File: src/rtl/cad_pkg.sv
// Package for the address decoder: widths, status codes, base32 map and checksum step.
// No dependencies.
package cad_pkg;
	localparam int MaxPayload = 112;
	localparam int MinPayload = 14;
	localparam int MaxPrefix  = 16;

	typedef enum logic [2:0] {
		ST_OK       = 3'd0,
		ST_MIXED    = 3'd1,
		ST_PREFIX   = 3'd2,
		ST_LENGTH   = 3'd3,
		ST_BADCHAR  = 3'd4,
		ST_CHECKSUM = 3'd5,
		ST_PADDING  = 3'd6,
		ST_VERSION  = 3'd7
	} status_t;

	localparam logic [1:0] REG_PFX_LOW  = 2'd0;
	localparam logic [1:0] REG_PFX_HIGH = 2'd1;
	localparam logic [1:0] REG_PFX_LEN  = 2'd2;

	// finished address handed from front to back
	typedef struct packed {
		logic [2:0]   status;
		logic         script;
		logic [159:0] hash;
	} job_t;

	function automatic logic [7:0] to_lower(input logic [7:0] c);
		to_lower = (c >= 8'h41 && c <= 8'h5a) ? c + 8'd32 : c;
	endfunction

	// base32 lookup on a lowercased character; bit 5 set when invalid
	function automatic logic [5:0] b32_lookup(input logic [7:0] c);
		case (c)
			"q": b32_lookup = 6'd0;  "p": b32_lookup = 6'd1;
			"z": b32_lookup = 6'd2;  "r": b32_lookup = 6'd3;
			"y": b32_lookup = 6'd4;  "9": b32_lookup = 6'd5;
			"x": b32_lookup = 6'd6;  "8": b32_lookup = 6'd7;
			"g": b32_lookup = 6'd8;  "f": b32_lookup = 6'd9;
			"2": b32_lookup = 6'd10; "t": b32_lookup = 6'd11;
			"v": b32_lookup = 6'd12; "d": b32_lookup = 6'd13;
			"w": b32_lookup = 6'd14; "0": b32_lookup = 6'd15;
			"s": b32_lookup = 6'd16; "3": b32_lookup = 6'd17;
			"j": b32_lookup = 6'd18; "n": b32_lookup = 6'd19;
			"5": b32_lookup = 6'd20; "4": b32_lookup = 6'd21;
			"k": b32_lookup = 6'd22; "h": b32_lookup = 6'd23;
			"c": b32_lookup = 6'd24; "e": b32_lookup = 6'd25;
			"6": b32_lookup = 6'd26; "m": b32_lookup = 6'd27;
			"u": b32_lookup = 6'd28; "a": b32_lookup = 6'd29;
			"7": b32_lookup = 6'd30; "l": b32_lookup = 6'd31;
			default: b32_lookup = 6'd32;
		endcase
	endfunction

	function automatic logic [39:0] bch_step(input logic [39:0] c, input logic [4:0] v);
		logic [4:0]  top;
		logic [39:0] r;
		top = c[39:35];
		r = {c[34:0], v};
		if (top[0]) r = r ^ 40'h98f2bc8e61;
		if (top[1]) r = r ^ 40'h79b76d99e2;
		if (top[2]) r = r ^ 40'hf33e5fb3c4;
		if (top[3]) r = r ^ 40'hae2eabe2a8;
		if (top[4]) r = r ^ 40'h1e4f43e470;
		bch_step = r;
	endfunction
endpackage

File: src/rtl/cad_if.sv
// Valid/ready channel interfaces: address characters in, result items out.
// No dependencies; payload widths follow the fields of each item.
interface cad_char_if;
	logic       valid;
	logic       ready;
	logic [7:0] address_char;
	logic       end_of_address;
	modport source (output valid, address_char, end_of_address, input ready);
	modport sink (input valid, address_char, end_of_address, output ready);
endinterface

interface cad_res_if;
	logic       valid;
	logic       ready;
	logic [2:0] status;
	logic       script_hash_flag;
	logic [7:0] hash_byte;
	logic [4:0] byte_index;
	logic       final_result;
	modport source (output valid, status, script_hash_flag, hash_byte, byte_index,
		final_result, input ready);
	modport sink (input valid, status, script_hash_flag, hash_byte, byte_index,
		final_result, output ready);
endinterface

File: src/rtl/cad_front.sv
// Front part: per-character parse, checksum, delay line and bit packer.
// Depends on cad_pkg. Emits one job per address.
module cad_front (
	input  logic                clk,
	input  logic                arst_n,
	input  logic                in_fire,
	input  logic [7:0]          ch,
	input  logic                last,
	input  logic [63:0]         pfx_low,
	input  logic [63:0]         pfx_high,
	input  logic [4:0]          plen,
	input  logic [39:0]         seed,
	output logic                job_valid,
	output cad_pkg::job_t       job
);
	logic [39:0]  chk_q;
	logic [4:0]   dly_q [8];
	logic [11:0]  acc_q;
	logic [2:0]   pend_q;
	logic [4:0]   bcnt_q;
	logic [167:0] bytes_q;
	logic [7:0]   ccnt_q;
	logic         low_q, up_q, sep_q, mis_q, bad_q, nul_q;

	logic [7:0]   lc, pb;
	logic [5:0]   lk;
	logic [4:0]   v;
	logic [39:0]  chk_n;
	logic [11:0]  acc_n;
	logic [3:0]   pend_sum;
	logic [2:0]   pend_n;
	logic [4:0]   bcnt_n;
	logic [167:0] bytes_n;
	logic [7:0]   ccnt_n, nb;
	logic         is_sep, low_n, up_n, mis_n, bad_n, nul_n, sep_n;
	logic [2:0]   st;
	logic [7:0]   ver;
	logic [11:0]  padmask;

	always_comb begin
		lc = cad_pkg::to_lower(ch);
		pb = cad_pkg::to_lower(ccnt_q[3] ? pfx_high[{ccnt_q[2:0], 3'b000} +: 8]
			: pfx_low[{ccnt_q[2:0], 3'b000} +: 8]);
		lk = cad_pkg::b32_lookup(lc);
		v = lk[5] ? 5'd0 : lk[4:0];
		is_sep = !sep_q && ch == 8'h3a;
		low_n = low_q | (ch >= 8'h61 && ch <= 8'h7a);
		up_n  = up_q | (ch >= 8'h41 && ch <= 8'h5a);
		nul_n = nul_q | (ch == 8'd0);
		sep_n = sep_q | is_sep;
		mis_n = mis_q; bad_n = bad_q;
		chk_n = chk_q; acc_n = acc_q; pend_n = pend_q; bcnt_n = bcnt_q;
		bytes_n = bytes_q; ccnt_n = ccnt_q;
		pend_sum = {1'b0, pend_q} + 4'd5; nb = 8'd0;
		if (is_sep) begin
			if (ccnt_q != {3'b000, plen}) mis_n = 1'b1;
			bad_n = 1'b0;
			chk_n = 40'd1; acc_n = '0; pend_n = '0; bcnt_n = '0; ccnt_n = '0;
		end else begin
			if (!sep_q && (ccnt_q >= {3'b000, plen} || lc != pb)) mis_n = 1'b1;
			if (lk[5]) bad_n = 1'b1;
			chk_n = cad_pkg::bch_step((ccnt_q == 8'd0) ? seed : chk_q, v);
			if (ccnt_q >= 8'd8) begin
				acc_n = {acc_q[6:0], dly_q[ccnt_q[2:0]]};
				if (pend_sum >= 4'd8) begin
					pend_n = 3'(pend_sum - 4'd8);
					nb = 8'(acc_n >> pend_n);
					if (bcnt_q < 5'd21) bytes_n[{bcnt_q, 3'b000} +: 8] = nb;
					if (bcnt_q < 5'd31) bcnt_n = bcnt_q + 5'd1;
				end else begin
					pend_n = pend_sum[2:0];
				end
			end
			if (ccnt_q != 8'd255) ccnt_n = ccnt_q + 8'd1;
		end
		ver = bytes_n[7:0];
		padmask = (12'd1 << pend_n) - 12'd1;
		if (low_n && up_n) st = cad_pkg::ST_MIXED;
		else if (plen == 5'd0 || (sep_n && mis_n)) st = cad_pkg::ST_PREFIX;
		else if (ccnt_n < 8'(cad_pkg::MinPayload) || ccnt_n > 8'(cad_pkg::MaxPayload))
			st = cad_pkg::ST_LENGTH;
		else if (bad_n || nul_n) st = cad_pkg::ST_BADCHAR;
		else if (chk_n != 40'd1) st = cad_pkg::ST_CHECKSUM;
		else if (ccnt_n < 8'd10) st = cad_pkg::ST_LENGTH;
		else if (pend_n >= 3'd5 || (acc_n & padmask) != 12'd0) st = cad_pkg::ST_PADDING;
		else if (bcnt_n != 5'd21) st = cad_pkg::ST_LENGTH;
		else if (ver[7] || ver[6:3] > 4'd1 || ver[2:0] != 3'd0) st = cad_pkg::ST_VERSION;
		else st = cad_pkg::ST_OK;
		job.status = st;
		job.script = ver[3];
		job.hash = bytes_n[167:8];
	end

	always_ff @(posedge clk or negedge arst_n) begin
		if (!arst_n) begin
			chk_q <= 40'd1; acc_q <= '0; pend_q <= '0; bcnt_q <= '0; ccnt_q <= '0;
			{low_q, up_q, sep_q, mis_q, bad_q, nul_q} <= '0;
			job_valid <= 1'b0;
		end else begin
			job_valid <= 1'b0;
			if (in_fire) begin
				if (last) begin
					job_valid <= 1'b1;
					chk_q <= 40'd1; acc_q <= '0; pend_q <= '0; bcnt_q <= '0; ccnt_q <= '0;
					{low_q, up_q, sep_q, mis_q, bad_q, nul_q} <= '0;
				end else begin
					chk_q <= chk_n; acc_q <= acc_n; pend_q <= pend_n; bcnt_q <= bcnt_n;
					ccnt_q <= ccnt_n;
					{low_q, up_q, sep_q, mis_q, bad_q, nul_q} <=
						{low_n, up_n, sep_n, mis_n, bad_n, nul_n};
				end
			end
		end
	end

	// payload stores
	always_ff @(posedge clk) begin
		if (in_fire && !is_sep) dly_q[ccnt_q[2:0]] <= v;
		if (in_fire) bytes_q <= bytes_n;
	end

`ifndef SYNTHESIS
	a_seed_ok: assert property (@(posedge clk) disable iff (!arst_n)
		in_fire && last |=> job_valid) else $error("job lost");
	a_cnt_clear: assert property (@(posedge clk) disable iff (!arst_n)
		in_fire && last |=> ccnt_q == 8'd0) else $error("count not cleared");
	a_pend: assert property (@(posedge clk) disable iff (!arst_n)
		pend_q <= 3'd7 && bcnt_q <= 5'd31) else $error("packer range");
`endif
endmodule

File: src/rtl/cad_back.sv
// Back part: two-entry job queue and result sequencer emitting bytes.
// Depends on cad_pkg and cad_res_if.
module cad_back (
	input  logic          clk,
	input  logic          arst_n,
	input  logic          job_we,
	input  cad_pkg::job_t job_in,
	output logic          space,
	cad_res_if.source     res
);
	cad_pkg::job_t q_q [2];
	logic          wp_q, rp_q;
	logic [1:0]    cnt_q;
	logic [4:0]    idx_q;
	logic          pop;
	cad_pkg::job_t h;

	assign h = q_q[rp_q];
	// one slot must stay free for the job of an item already in flight
	assign space = (cnt_q == 2'd0) || (cnt_q == 2'd1 && !job_we);
	assign res.valid = cnt_q != 2'd0;
	assign res.status = h.status;
	assign res.script_hash_flag = (h.status == cad_pkg::ST_OK) ? h.script : 1'b0;
	assign res.hash_byte = (h.status == cad_pkg::ST_OK) ? h.hash[{idx_q, 3'b000} +: 8] : 8'd0;
	assign res.byte_index = idx_q;
	assign res.final_result = (h.status != cad_pkg::ST_OK) || idx_q == 5'd19;
	assign pop = res.valid && res.ready && res.final_result;

	always_ff @(posedge clk) begin
		if (job_we) q_q[wp_q] <= job_in;
	end

	always_ff @(posedge clk or negedge arst_n) begin
		if (!arst_n) begin
			wp_q <= 1'b0; rp_q <= 1'b0; cnt_q <= '0; idx_q <= '0;
		end else begin
			if (job_we) wp_q <= ~wp_q;
			if (pop) rp_q <= ~rp_q;
			cnt_q <= cnt_q + {1'b0, job_we} - {1'b0, pop};
			if (res.valid && res.ready) idx_q <= res.final_result ? 5'd0 : idx_q + 5'd1;
		end
	end

`ifndef SYNTHESIS
	a_no_ovf: assert property (@(posedge clk) disable iff (!arst_n)
		cnt_q == 2'd2 |-> !job_we || pop) else $error("queue overflow");
	a_idx: assert property (@(posedge clk) disable iff (!arst_n)
		idx_q <= 5'd19) else $error("index range");
	a_err_single: assert property (@(posedge clk) disable iff (!arst_n)
		res.valid && h.status != cad_pkg::ST_OK |-> idx_q == 5'd0) else $error("error item late");
`endif
endmodule

File: src/rtl/cad_seed.sv
// Configuration registers and prefix checksum seed, one symbol per cycle unless a write restarts it.
// Depends on cad_pkg.
module cad_seed (
	input  logic        clk,
	input  logic        arst_n,
	input  logic        cfg_we,
	input  logic [1:0]  cfg_idx,
	input  logic [63:0] cfg_data,
	output logic [63:0] pfx_low,
	output logic [63:0] pfx_high,
	output logic [4:0]  plen,
	output logic [39:0] seed,
	output logic        busy
);
	logic [4:0]  raw_q, pos_q;
	logic [39:0] c_q;
	logic [4:0]  n;
	logic [7:0]  b;

	assign n = (raw_q > 5'(cad_pkg::MaxPrefix)) ? 5'(cad_pkg::MaxPrefix) : raw_q;
	assign plen = n;
	assign b = cad_pkg::to_lower(pos_q[3] ? pfx_high[{pos_q[2:0], 3'b000} +: 8]
		: pfx_low[{pos_q[2:0], 3'b000} +: 8]);

	always_ff @(posedge clk or negedge arst_n) begin
		if (!arst_n) begin
			pfx_low <= '0; pfx_high <= '0; raw_q <= 5'd1;
			pos_q <= '0; c_q <= 40'd1; busy <= 1'b1; seed <= '0;
		end else if (cfg_we && cfg_idx != 2'd3) begin
			case (cfg_idx)
				cad_pkg::REG_PFX_LOW:  pfx_low <= cfg_data;
				cad_pkg::REG_PFX_HIGH: pfx_high <= cfg_data;
				cad_pkg::REG_PFX_LEN:  raw_q <= cfg_data[4:0];
				default: ;
			endcase
			pos_q <= '0; c_q <= 40'd1; busy <= 1'b1;
		end else if (busy) begin
			if (pos_q < n) begin
				c_q <= cad_pkg::bch_step(c_q, b[4:0]);
				pos_q <= pos_q + 5'd1;
			end else begin
				seed <= cad_pkg::bch_step(c_q, 5'd0);
				busy <= 1'b0;
			end
		end
	end
endmodule

File: src/rtl/cashaddr_address_decoder_top.sv
// Top level of the address decoder: seed unit, front parser and back sequencer.
// Depends on cad_pkg, cad_if, cad_seed, cad_front, cad_back.
//
//  channel | dir | payload                                   | accepted
//  chars   | in  | address_char, end_of_address              | valid && ready
//  results | out | status, script_hash_flag, hash_byte,      | valid && ready
//          |     | byte_index, final_result                  |
//  cfg     | in  | cfg_we, cfg_index, cfg_data               | cfg_we high
//
// One character a cycle while chars.ready is high; the final character produces a job the next cycle,
// which the back part plays out as 20 result items (or one error item).
// A two-job queue lets the front parse the next address while results stall.
// After reset and after any write to a prefix register the prefix seed is rebuilt,
// one prefix symbol a cycle unless a write restarts it; no item is taken meanwhile.
module cashaddr_address_decoder_top (
	input  logic        clk,
	input  logic        arst_n,
	input  logic        cfg_we,
	input  logic [1:0]  cfg_index,
	input  logic [63:0] cfg_data,
	cad_char_if.sink    chars,
	cad_res_if.source   results
);
	logic [63:0]   pfx_low, pfx_high;
	logic [4:0]    plen;
	logic [39:0]   seed;
	logic          busy, space, job_valid, in_fire;
	cad_pkg::job_t job;

	cad_seed u_seed (.clk, .arst_n, .cfg_we, .cfg_idx(cfg_index), .cfg_data,
		.pfx_low, .pfx_high, .plen, .seed, .busy);

	assign chars.ready = !busy && space;
	assign in_fire = chars.valid && chars.ready;

	cad_front u_front (.clk, .arst_n, .in_fire, .ch(chars.address_char),
		.last(chars.end_of_address), .pfx_low, .pfx_high, .plen, .seed,
		.job_valid, .job);

	// job of the final character is registered here, alongside job_valid
	cad_pkg::job_t job_s1;
	always_ff @(posedge clk) begin
		if (in_fire && chars.end_of_address) job_s1 <= job;
	end

	cad_back u_back (.clk, .arst_n, .job_we(job_valid), .job_in(job_s1), .space,
		.res(results));
endmodule
File: src/flat_wrapper.sv
// flat-port wrapper written by rule: the top's interface ports become plain ports
module cashaddr_address_decoder_top_flat 
  (clk, arst_n, cfg_we, cfg_index, cfg_data, chars_valid, chars_address_char, chars_end_of_address, chars_ready, results_valid, results_status, results_script_hash_flag, results_hash_byte, results_byte_index, results_final_result, results_ready);
  cad_char_if chars_i ();
  cad_res_if results_i ();
  input  logic clk;
  input  logic arst_n;
  input  logic cfg_we;
  input  logic [1:0] cfg_index;
  input  logic [63:0] cfg_data;
  input wire logic [$bits(chars_i.valid)-1:0] chars_valid;
  input wire logic [$bits(chars_i.address_char)-1:0] chars_address_char;
  input wire logic [$bits(chars_i.end_of_address)-1:0] chars_end_of_address;
  output wire logic [$bits(chars_i.ready)-1:0] chars_ready;
  output wire logic [$bits(results_i.valid)-1:0] results_valid;
  output wire logic [$bits(results_i.status)-1:0] results_status;
  output wire logic [$bits(results_i.script_hash_flag)-1:0] results_script_hash_flag;
  output wire logic [$bits(results_i.hash_byte)-1:0] results_hash_byte;
  output wire logic [$bits(results_i.byte_index)-1:0] results_byte_index;
  output wire logic [$bits(results_i.final_result)-1:0] results_final_result;
  input wire logic [$bits(results_i.ready)-1:0] results_ready;
  assign chars_i.valid = chars_valid;
  assign chars_i.address_char = chars_address_char;
  assign chars_i.end_of_address = chars_end_of_address;
  assign chars_ready = chars_i.ready;
  assign results_valid = results_i.valid;
  assign results_status = results_i.status;
  assign results_script_hash_flag = results_i.script_hash_flag;
  assign results_hash_byte = results_i.hash_byte;
  assign results_byte_index = results_i.byte_index;
  assign results_final_result = results_i.final_result;
  assign results_i.ready = results_ready;
  cashaddr_address_decoder_top u_core (.clk(clk), .arst_n(arst_n), .cfg_we(cfg_we), .cfg_index(cfg_index), .cfg_data(cfg_data), .chars(chars_i), .results(results_i));
endmodule
File: config.mk
export PLATFORM = sky130hd
export DESIGN_NAME = cashaddr_address_decoder_top_flat
export DESIGN_NICKNAME = d
export VERILOG_FILES = /design/src/rtl/cad_pkg.sv /design/src/rtl/cad_if.sv /design/src/rtl/cad_front.sv /design/src/rtl/cad_back.sv /design/src/rtl/cad_seed.sv /design/src/rtl/cashaddr_address_decoder_top.sv /design/src/flat_wrapper.sv
export SDC_FILE = /design/constraint.sdc
export NUM_CORES = 1
export LEC_CHECK = 0
export BUFFER_PORTS_ARGS = -buffer_cell sky130_fd_sc_hd__buf_2
export CAP_MARGIN = 10
export CORE_UTILIZATION = 40
export DETAILED_ROUTE_END_ITERATION = 8
export HOLD_SLACK_MARGIN = 0.05
export PLACE_DENSITY = 0.52
export SLEW_MARGIN = 20
export SYNTH_ARGS = -nofsm -noshare
export SYNTH_HDL_FRONTEND = slang
export SYNTH_SLANG_ARGS = --single-unit
File: constraint.sdc
create_clock -name clk -period 10.95 [get_ports clk]
set_clock_uncertainty 0.15 [all_clocks]
set_input_delay 2.7375 -clock clk [delete_from_list [all_inputs] [get_ports clk]]
set_output_delay 2.7375 -clock clk [all_outputs]
set_load 0.05 [all_outputs]
# After elaboration in Yosys (flattened, before gate mapping)
# Memory sizes are Yosys's and may differ from the RTL's.
# Cells that the tools add are included.
[totals]
output_inout_bits = 20
ramBits = 368
memories = 3
register_bits = 635
rom_bits = 768
wordCells = 266
[op_classes]
shifts = 9
n_mux = 111
order_cmp = 20
bitwise_logic = 24
n_reduce_logical = 47
n_addsub = 13
eq_ne = 11
[mem_list]
columns = ["memory", "depth", "width", "rd", "rd_clocked_by_memory_dff", "write_ports", "line_no", "rtl"]
rows = [
  ["(name not given)", 128, 6, 1, 0, 0, "cad_pkg.sv:36", "case (c)"],
  ["u_core.u_back.q_q", 2, 164, 1, 0, 1, "cad_back.sv:11", "cad_pkg::job_t q_q [2];"],
  ["u_core.u_front.dly_q", 8, 5, 1, 0, 1, "cad_front.sv:17", "logic [4:0] dly_q [8];"],
]
[ops]
columns = ["cell", "n"]
rows = [
  ["2-to-1 mux 40 bit", 43],
  ["2-to-1 mux 168 bit", 4],
  ["variable part select 64 x 7 -> 8 bit", 4],
  ["bitwise mux 168 bit", 1],
  ["variable shift 8 x 10 -> 168 bit, first input constant", 1],
  ["variable part select 8 x 10 -> 168 bit", 1],
  ["variable part select 160 x 9 -> 8 bit", 1],
  ["2-to-1 mux 39 bit", 3],
  ["2-to-1 mux 37 bit", 3],
  ["NOT 25 bit", 3],
  ["NOT 24 bit", 3],
  ["2-to-1 mux 8 bit", 8],
  ["NOT 21 bit", 3],
  ["2-to-1 mux 5 bit", 12],
  ["NOT 20 bit", 3],
  ["NOT 19 bit", 3],
  ["inequality test 40 x 1 -> 1 bit, second input constant", 1],
  ["2-to-1 mux 12 bit", 3],
  [">= comparator 8 x 7 -> 1 bit, second input constant", 4],
  ["less-or-equal comparator 8 x 7 -> 1 bit, second input constant", 4],
  ["2-to-1 mux 3 bit", 10],
  ["2-to-1 mux 1 bit", 21],
  ["adder 5 x 1 -> 5 bit, second input constant", 4],
  ["adder 8 x 6 -> 8 bit, second input constant", 2],
  ["46 further kinds", 90],
]

# Logic depth before layout (Yosys ltp)
[depth]
word_depth = 30
ltp_mapped = 15
depth_no_buf = 11

# Hierarchy
# From an unflattened synthesis, not the netlist that was laid out.
[unflattened]
hier_cells = 3280
area_unflattened_um2 = 46422.0
[by_module_without_submodules]
columns = ["mod", "cells_per_inst", "instances", "area_each_um2"]
rows = [
  ["cad_front", 1886, 1, 18670.4],
  ["cad_back", 585, 1, 13131.3],
  ["cad_seed", 642, 1, 9666.8],
  ["cashaddr_address_decoder_top", 167, 1, 4953.5],
]

# Least setup slack after synthesis
# Ideal clock, no wire load.
[synth_path]
path_kind = "in2reg"
start = "in chars_valid"
end = "reg u_core.u_front.ccnt_q[5]"
t_required_ps = 10421
stages = 5
setup_time_ps = 379
arrival_ps = 8195
slack_ps = 2226
n_path_buf = 2
path_cell_list = "nand2_1 inv_1 clkbuf_1 buf_1 a31oi_1"
[synth_via]
elab_chain_cells = 1
[synth_rtl]
columns = ["element", "line_no", "rtl"]
rows = [
  ["start, declared", "flat_wrapper.sv:11", "input wire logic [$bits(chars_i.valid)-1:0] chars_valid;"],
  ["logical AND 1 bit", "cashaddr_address_decoder_top.sv:34", "assign in_fire = chars.valid && chars.ready;"],
  ["via u_core.in_fire", "cashaddr_address_decoder_top.sv:27", "logic busy, space, job_valid, in_fire;"],
  ["end signal, assigned", "cad_front.sv:108", "ccnt_q <= ccnt_n;"],
  ["end, declared", "cad_front.sv:22", "logic [7:0] ccnt_q;"],
]
# The timed path passes the listed nets, and every way through them passes these cells.
# A chain may end at the register's enable or synchronous reset.

# Final worst setup path
[layout_path]
start = "reg u_core.u_back.rp_q"
end = "out results_hash_byte[2]"
[layout_via]
elab_chain_cells = 3
word_cells_on_any_way = 4
[layout_rtl]
columns = ["element", "line_no", "rtl"]
rows = [
  ["start, declared", "cad_back.sv:12", "logic wp_q, rp_q;"],
  ["start signal, assigned", "cad_back.sv:38", "if (pop) rp_q <= ~rp_q;"],
  ["memory read (2 x 164 bit) *", "n/a", ""],
  ["variable part select 160 x 9 -> 8 bit / zero test 3 bit (equally long branches)", "cad_back.sv:24", "assign res.hash_byte = (h.status == cad_pkg::ST_OK) ? h.hash[{idx_q, 3'b000} +: 8] : 8'd0;"],
  ["2-to-1 mux 8 bit *", "cad_back.sv:24", ""],
  ["end, declared", "flat_wrapper.sv:18", "output wire logic [$bits(results_i.hash_byte)-1:0] results_hash_byte;"],
]
# Mark *: on every way between the ends. The rest lies on a longest branch, timed or not.

==> results.toml <==
[status]
status = "finished clean"

[routing]
via_per_inst = 5.49
drt-pass1-iter-count = 7
totalWireLength_mm = 110
drc_errors = 0
drtAntennaViolNets = 0
wire_per_inst_um = 22.8
drt_iter0_markers = 2053
vias = 26400

[worst_hold_path]
hold_path.class = "reg -> reg"

[yosys]
syn_area_um2 = 44900
synthMuxAreaShare_pct = 14.8
synth_seq_area_share_pct = 63.5
postSynthAreaPerCell_um2 = 14.1
synth_cell_types = 88
synthTopCellsByArea = "edfxtp_1 (47%), dfrtp_1 (16%), mux4_2 (7.6%)"
synth-xor-area-share_pct = 4.04
synth_edf_count = 700
synthSimpleGateAreaFrac_pct = 7.53
synth_ff_type = "edfxtp_1"
yosysTopAreaCellShare_pct = 46.8
synth_top_cell_by_area = "edfxtp_1"
synth_top_family_by_area = "multiplexers"
synth_nets = 3280
yosys_warnings = 0
async_reset_ff_share_pct = 29.9
synthAdderAreaFrac_pct = 0.781
synthCells = 3172
synth_compound_area_share_pct = 7.37
yosys_register_bits = 998

[placement]
place_inst = 4611
dp_hpwl_mm = 72.4
port_buffers = 99
place_congestion = 0.858

[final_layout]
area_delta_synth_final_pct = 12.1
nFillCells = 9875
drive_gt1_share_pct = 21.4
finish.net_count = 3339
finalNonFillerCells = 4810

[sta]
grt_setup_unrepaired = "no"
timing.setup.tns_ns = 0
slew_violations = 0
setup_viol = 0
tightest_slew_ns = 1.12
fmaxAchievable_mhz = 133
hold_violations = 0
fin_crit_sh_pct = 68.5
period_needed_ns = 7.50
max-slew-margin-rel_pct = 24.9

[global_routing]
grt_pass1_vias = 27100
grt-ovfl-total = 0
grt_start_max_net_pins = 165
track_usage_pct = 19.6
grt_first_pass_wirelength_mm = 169
antenna_found_initial = 10

[run]
cap_violations = 0

[die]
die_height_um = 337
rows = 122
die_area_um2 = 114000
die_x_um = 337
initial_core_util_pct = 40.4
io_pins = 100
core_area_um2 = 111000

[clocking]
cts.sink_count = 998
insertion_delay_ns = 0.71
cts_tree = "done"
cts_buffer_depth = 3
htree_levels = 3
clkTransAtPathRegs_ns = 0.06
post_cts_buffers = 0
clock-root-buffer = "clkbuf_16"
ctsHoldBuffers = 0
numCtsBuffers = 105
ctsResizeCount = 0

[critical_path]
crit_end = "results_hash_byte[2]"
arrival_ns = 4.61
required_ns = 8.06
ff2ff_path_depth = 12
crit_fanout = 34
crit_type = "reg -> out"
regToRegEndpoint = "u_core.job_s1[163]$_SDFFCE_PP0P_"
reg2reg_slack_ns = 5.73
r2r_start = "u_core.u_front.ccnt_q[1]$_DFFE_PN0P_"
end_kind = "output pin"
start_kind = "flop"
setup.worst_path.start = "u_core.u_back.rp_q$_DFFE_PN0P_"

[power]
peakVddDrop_mv = 0.131
p_leak_nw = 17.2
power.density_nw_per_um2 = 242
==> cells in the final DEF, fill, tap and decap left out, types with 98 or more instances in the layout <==
cell type / netlist / layout
nor2_1: 144 / 141
mux4_2: 151 / 151
edfxtp_1: 700 / 700
o21ai_0: 203 / 202
dfrtp_1: 294 / 288
xnor2_1: 113 / 112
nand2_1: 346 / 345
mux2_2: 210 / 210
clkbuf_16: 0 / 105
buf_2: 13 / 98
==> routing by layer <==
metal / vias up / GRT usage [%] / share of wire [%]
li1: 12100 / - / -
met1: 13500 / 26.2 / 44
met5: - / 0 / 0.052
met4: 8 / 5.97 / 2.6
met3: 177 / 2.65 / 4.0
met2: 643 / 33.1 / 50
==> flip-flops by register name, indices dropped and copies added, names as in the netlist, 2 cells and up <==
register / cells
u_core.u_seed.pfx_low: 64
u_core.u_front.pend_q: 3
u_core.u_front.dly_q: 40
u_core.u_seed.c_q: 40
u_core.u_seed.seed: 40
u_core.u_back.q_q: 328
u_core.u_seed.pfx_high: 64
u_core.u_front.acc_q: 7
u_core.u_seed.pos_q: 5
u_core.u_back.res.byte_index: 5
u_core.u_front.bcnt_q: 5
u_core.u_front.ccnt_q: 8
u_core.u_back.cnt_q: 2
u_core.u_seed.raw_q: 5
u_core.u_front.bytes_q: 168
u_core.u_front.chk_q: 40
u_core.job_s1: 164
==> through the flow <==
stage                     cell area, um2  worst slack, ns  hold WS, ns  util [%]  power (mW)
after floorplan                    44900             2.23        0.271         -        7.82
after global placement             46900             4.01        0.274      42.3        8.79
after detailed placement           46900             4.00        0.279      42.3        8.86
after CTS                          50200             3.20        0.257      45.3        12.3
after global routing               50300             3.06        0.269      45.3        12.9
final                              50300             3.45        0.261      45.3        12.2
==> how the worst min path moves through the flow <==
| stage | to | slack [ns] | depth (start not counted) | startpoint |
|---|---|---|---|---|
| CTS | u_core.u_back.q_q[0][124]$_DFFE_PP_ | 0.26 | 0 | u_core.job_s1[124]$_DFFE_PP_ |
| detailed placement | u_core.u_back.q_q[0][81]$_DFFE_PP_ | 0.28 | 0 | u_core.job_s1[81]$_DFFE_PP_ |
| floorplan | u_core.u_back.q_q[0][0]$_DFFE_PP_ | 0.27 | 0 | u_core.job_s1[0]$_DFFE_PP_ |
| global placement | u_core.u_back.q_q[1][51]$_DFFE_PP_ | 0.27 | 0 | u_core.job_s1[51]$_DFFE_PP_ |
| finish | u_core.u_back.q_q[0][124]$_DFFE_PP_ | 0.26 | 0 | u_core.job_s1[124]$_DFFE_PP_ |
| global route | u_core.u_back.q_q[0][124]$_DFFE_PP_ | 0.27 | 0 | u_core.job_s1[124]$_DFFE_PP_ |
==> cells by family (layout without fill, tap and decap cells) <==
kind of cell,Yosys count,count (layout)
muxes,449,449
xor gates and xnor gates,203,203
adders and majority gates,28,28
other,0,4
DFF,998,998
buffers and inverters,226,372
and+or+nand+nor,739,739
AOI/OAI and AO/OA,529,529
==> cell type report <==
type / count / area [um2] / area share [%]
Inverter: 35 / 139 / 0.276
Antenna cell: 4 / 10.0 / 0.0199
Multi-Input combinational cell: 1948 / 15600 / 31.0
Sequential cell: 998 / 28500 / 56.7
Clock buffer: 144 / 2850 / 5.67
Tap cell: 1488 / 1860 / 3.70
Timing Repair Buffer: 143 / 872 / 1.73
Clock inverter: 50 / 475 / 0.945
==> worst max-delay path, stage by stage, from the launching register on <==
cell	delay, ns
dfrtp_4	0.67
buf_4	0.64
buf_4	0.68
mux4_2	0.58
mux4_2	0.48
mux2i_1	0.28
o22ai_1	0.12
and2_1	0.18
buf_2	0.21
==> power breakdown <==
| group | total, mW | internal (mW) | switching (mW) |
|---|---|---|---|
| combinational | 3.82 | 1.68 | 2.14 |
| clock | 3.42 | 1.95 | 1.48 |
| sequential | 4.94 | 4.46 | 0.478 |
| total | 12.2 | 8.08 | 4.09 |
==> cells in the mapped netlist (all sizes together) (8+ instances only) <==
cell type	instances
edfxtp	700
nand2	346
dfrtp	294
mux2	210
o21ai	207
mux4	151
clkbuf	147
nor2	144
xnor2	114
a21oi	97
mux2i	88
xor2	87
nand3	47
buf	44
inv	34
nor3	34
o31ai	34
a211oi	32
nand2b	29
ha	28
o22ai	20
and3	19
o211ai	18
or3	18
or2	17
and2	16
a31oi	15
nor2b	15
a22o	12
nand3b	12
nand4	11
nor4	11
o21a	9
o2111ai	8
(Power assumes the default switching activity.)
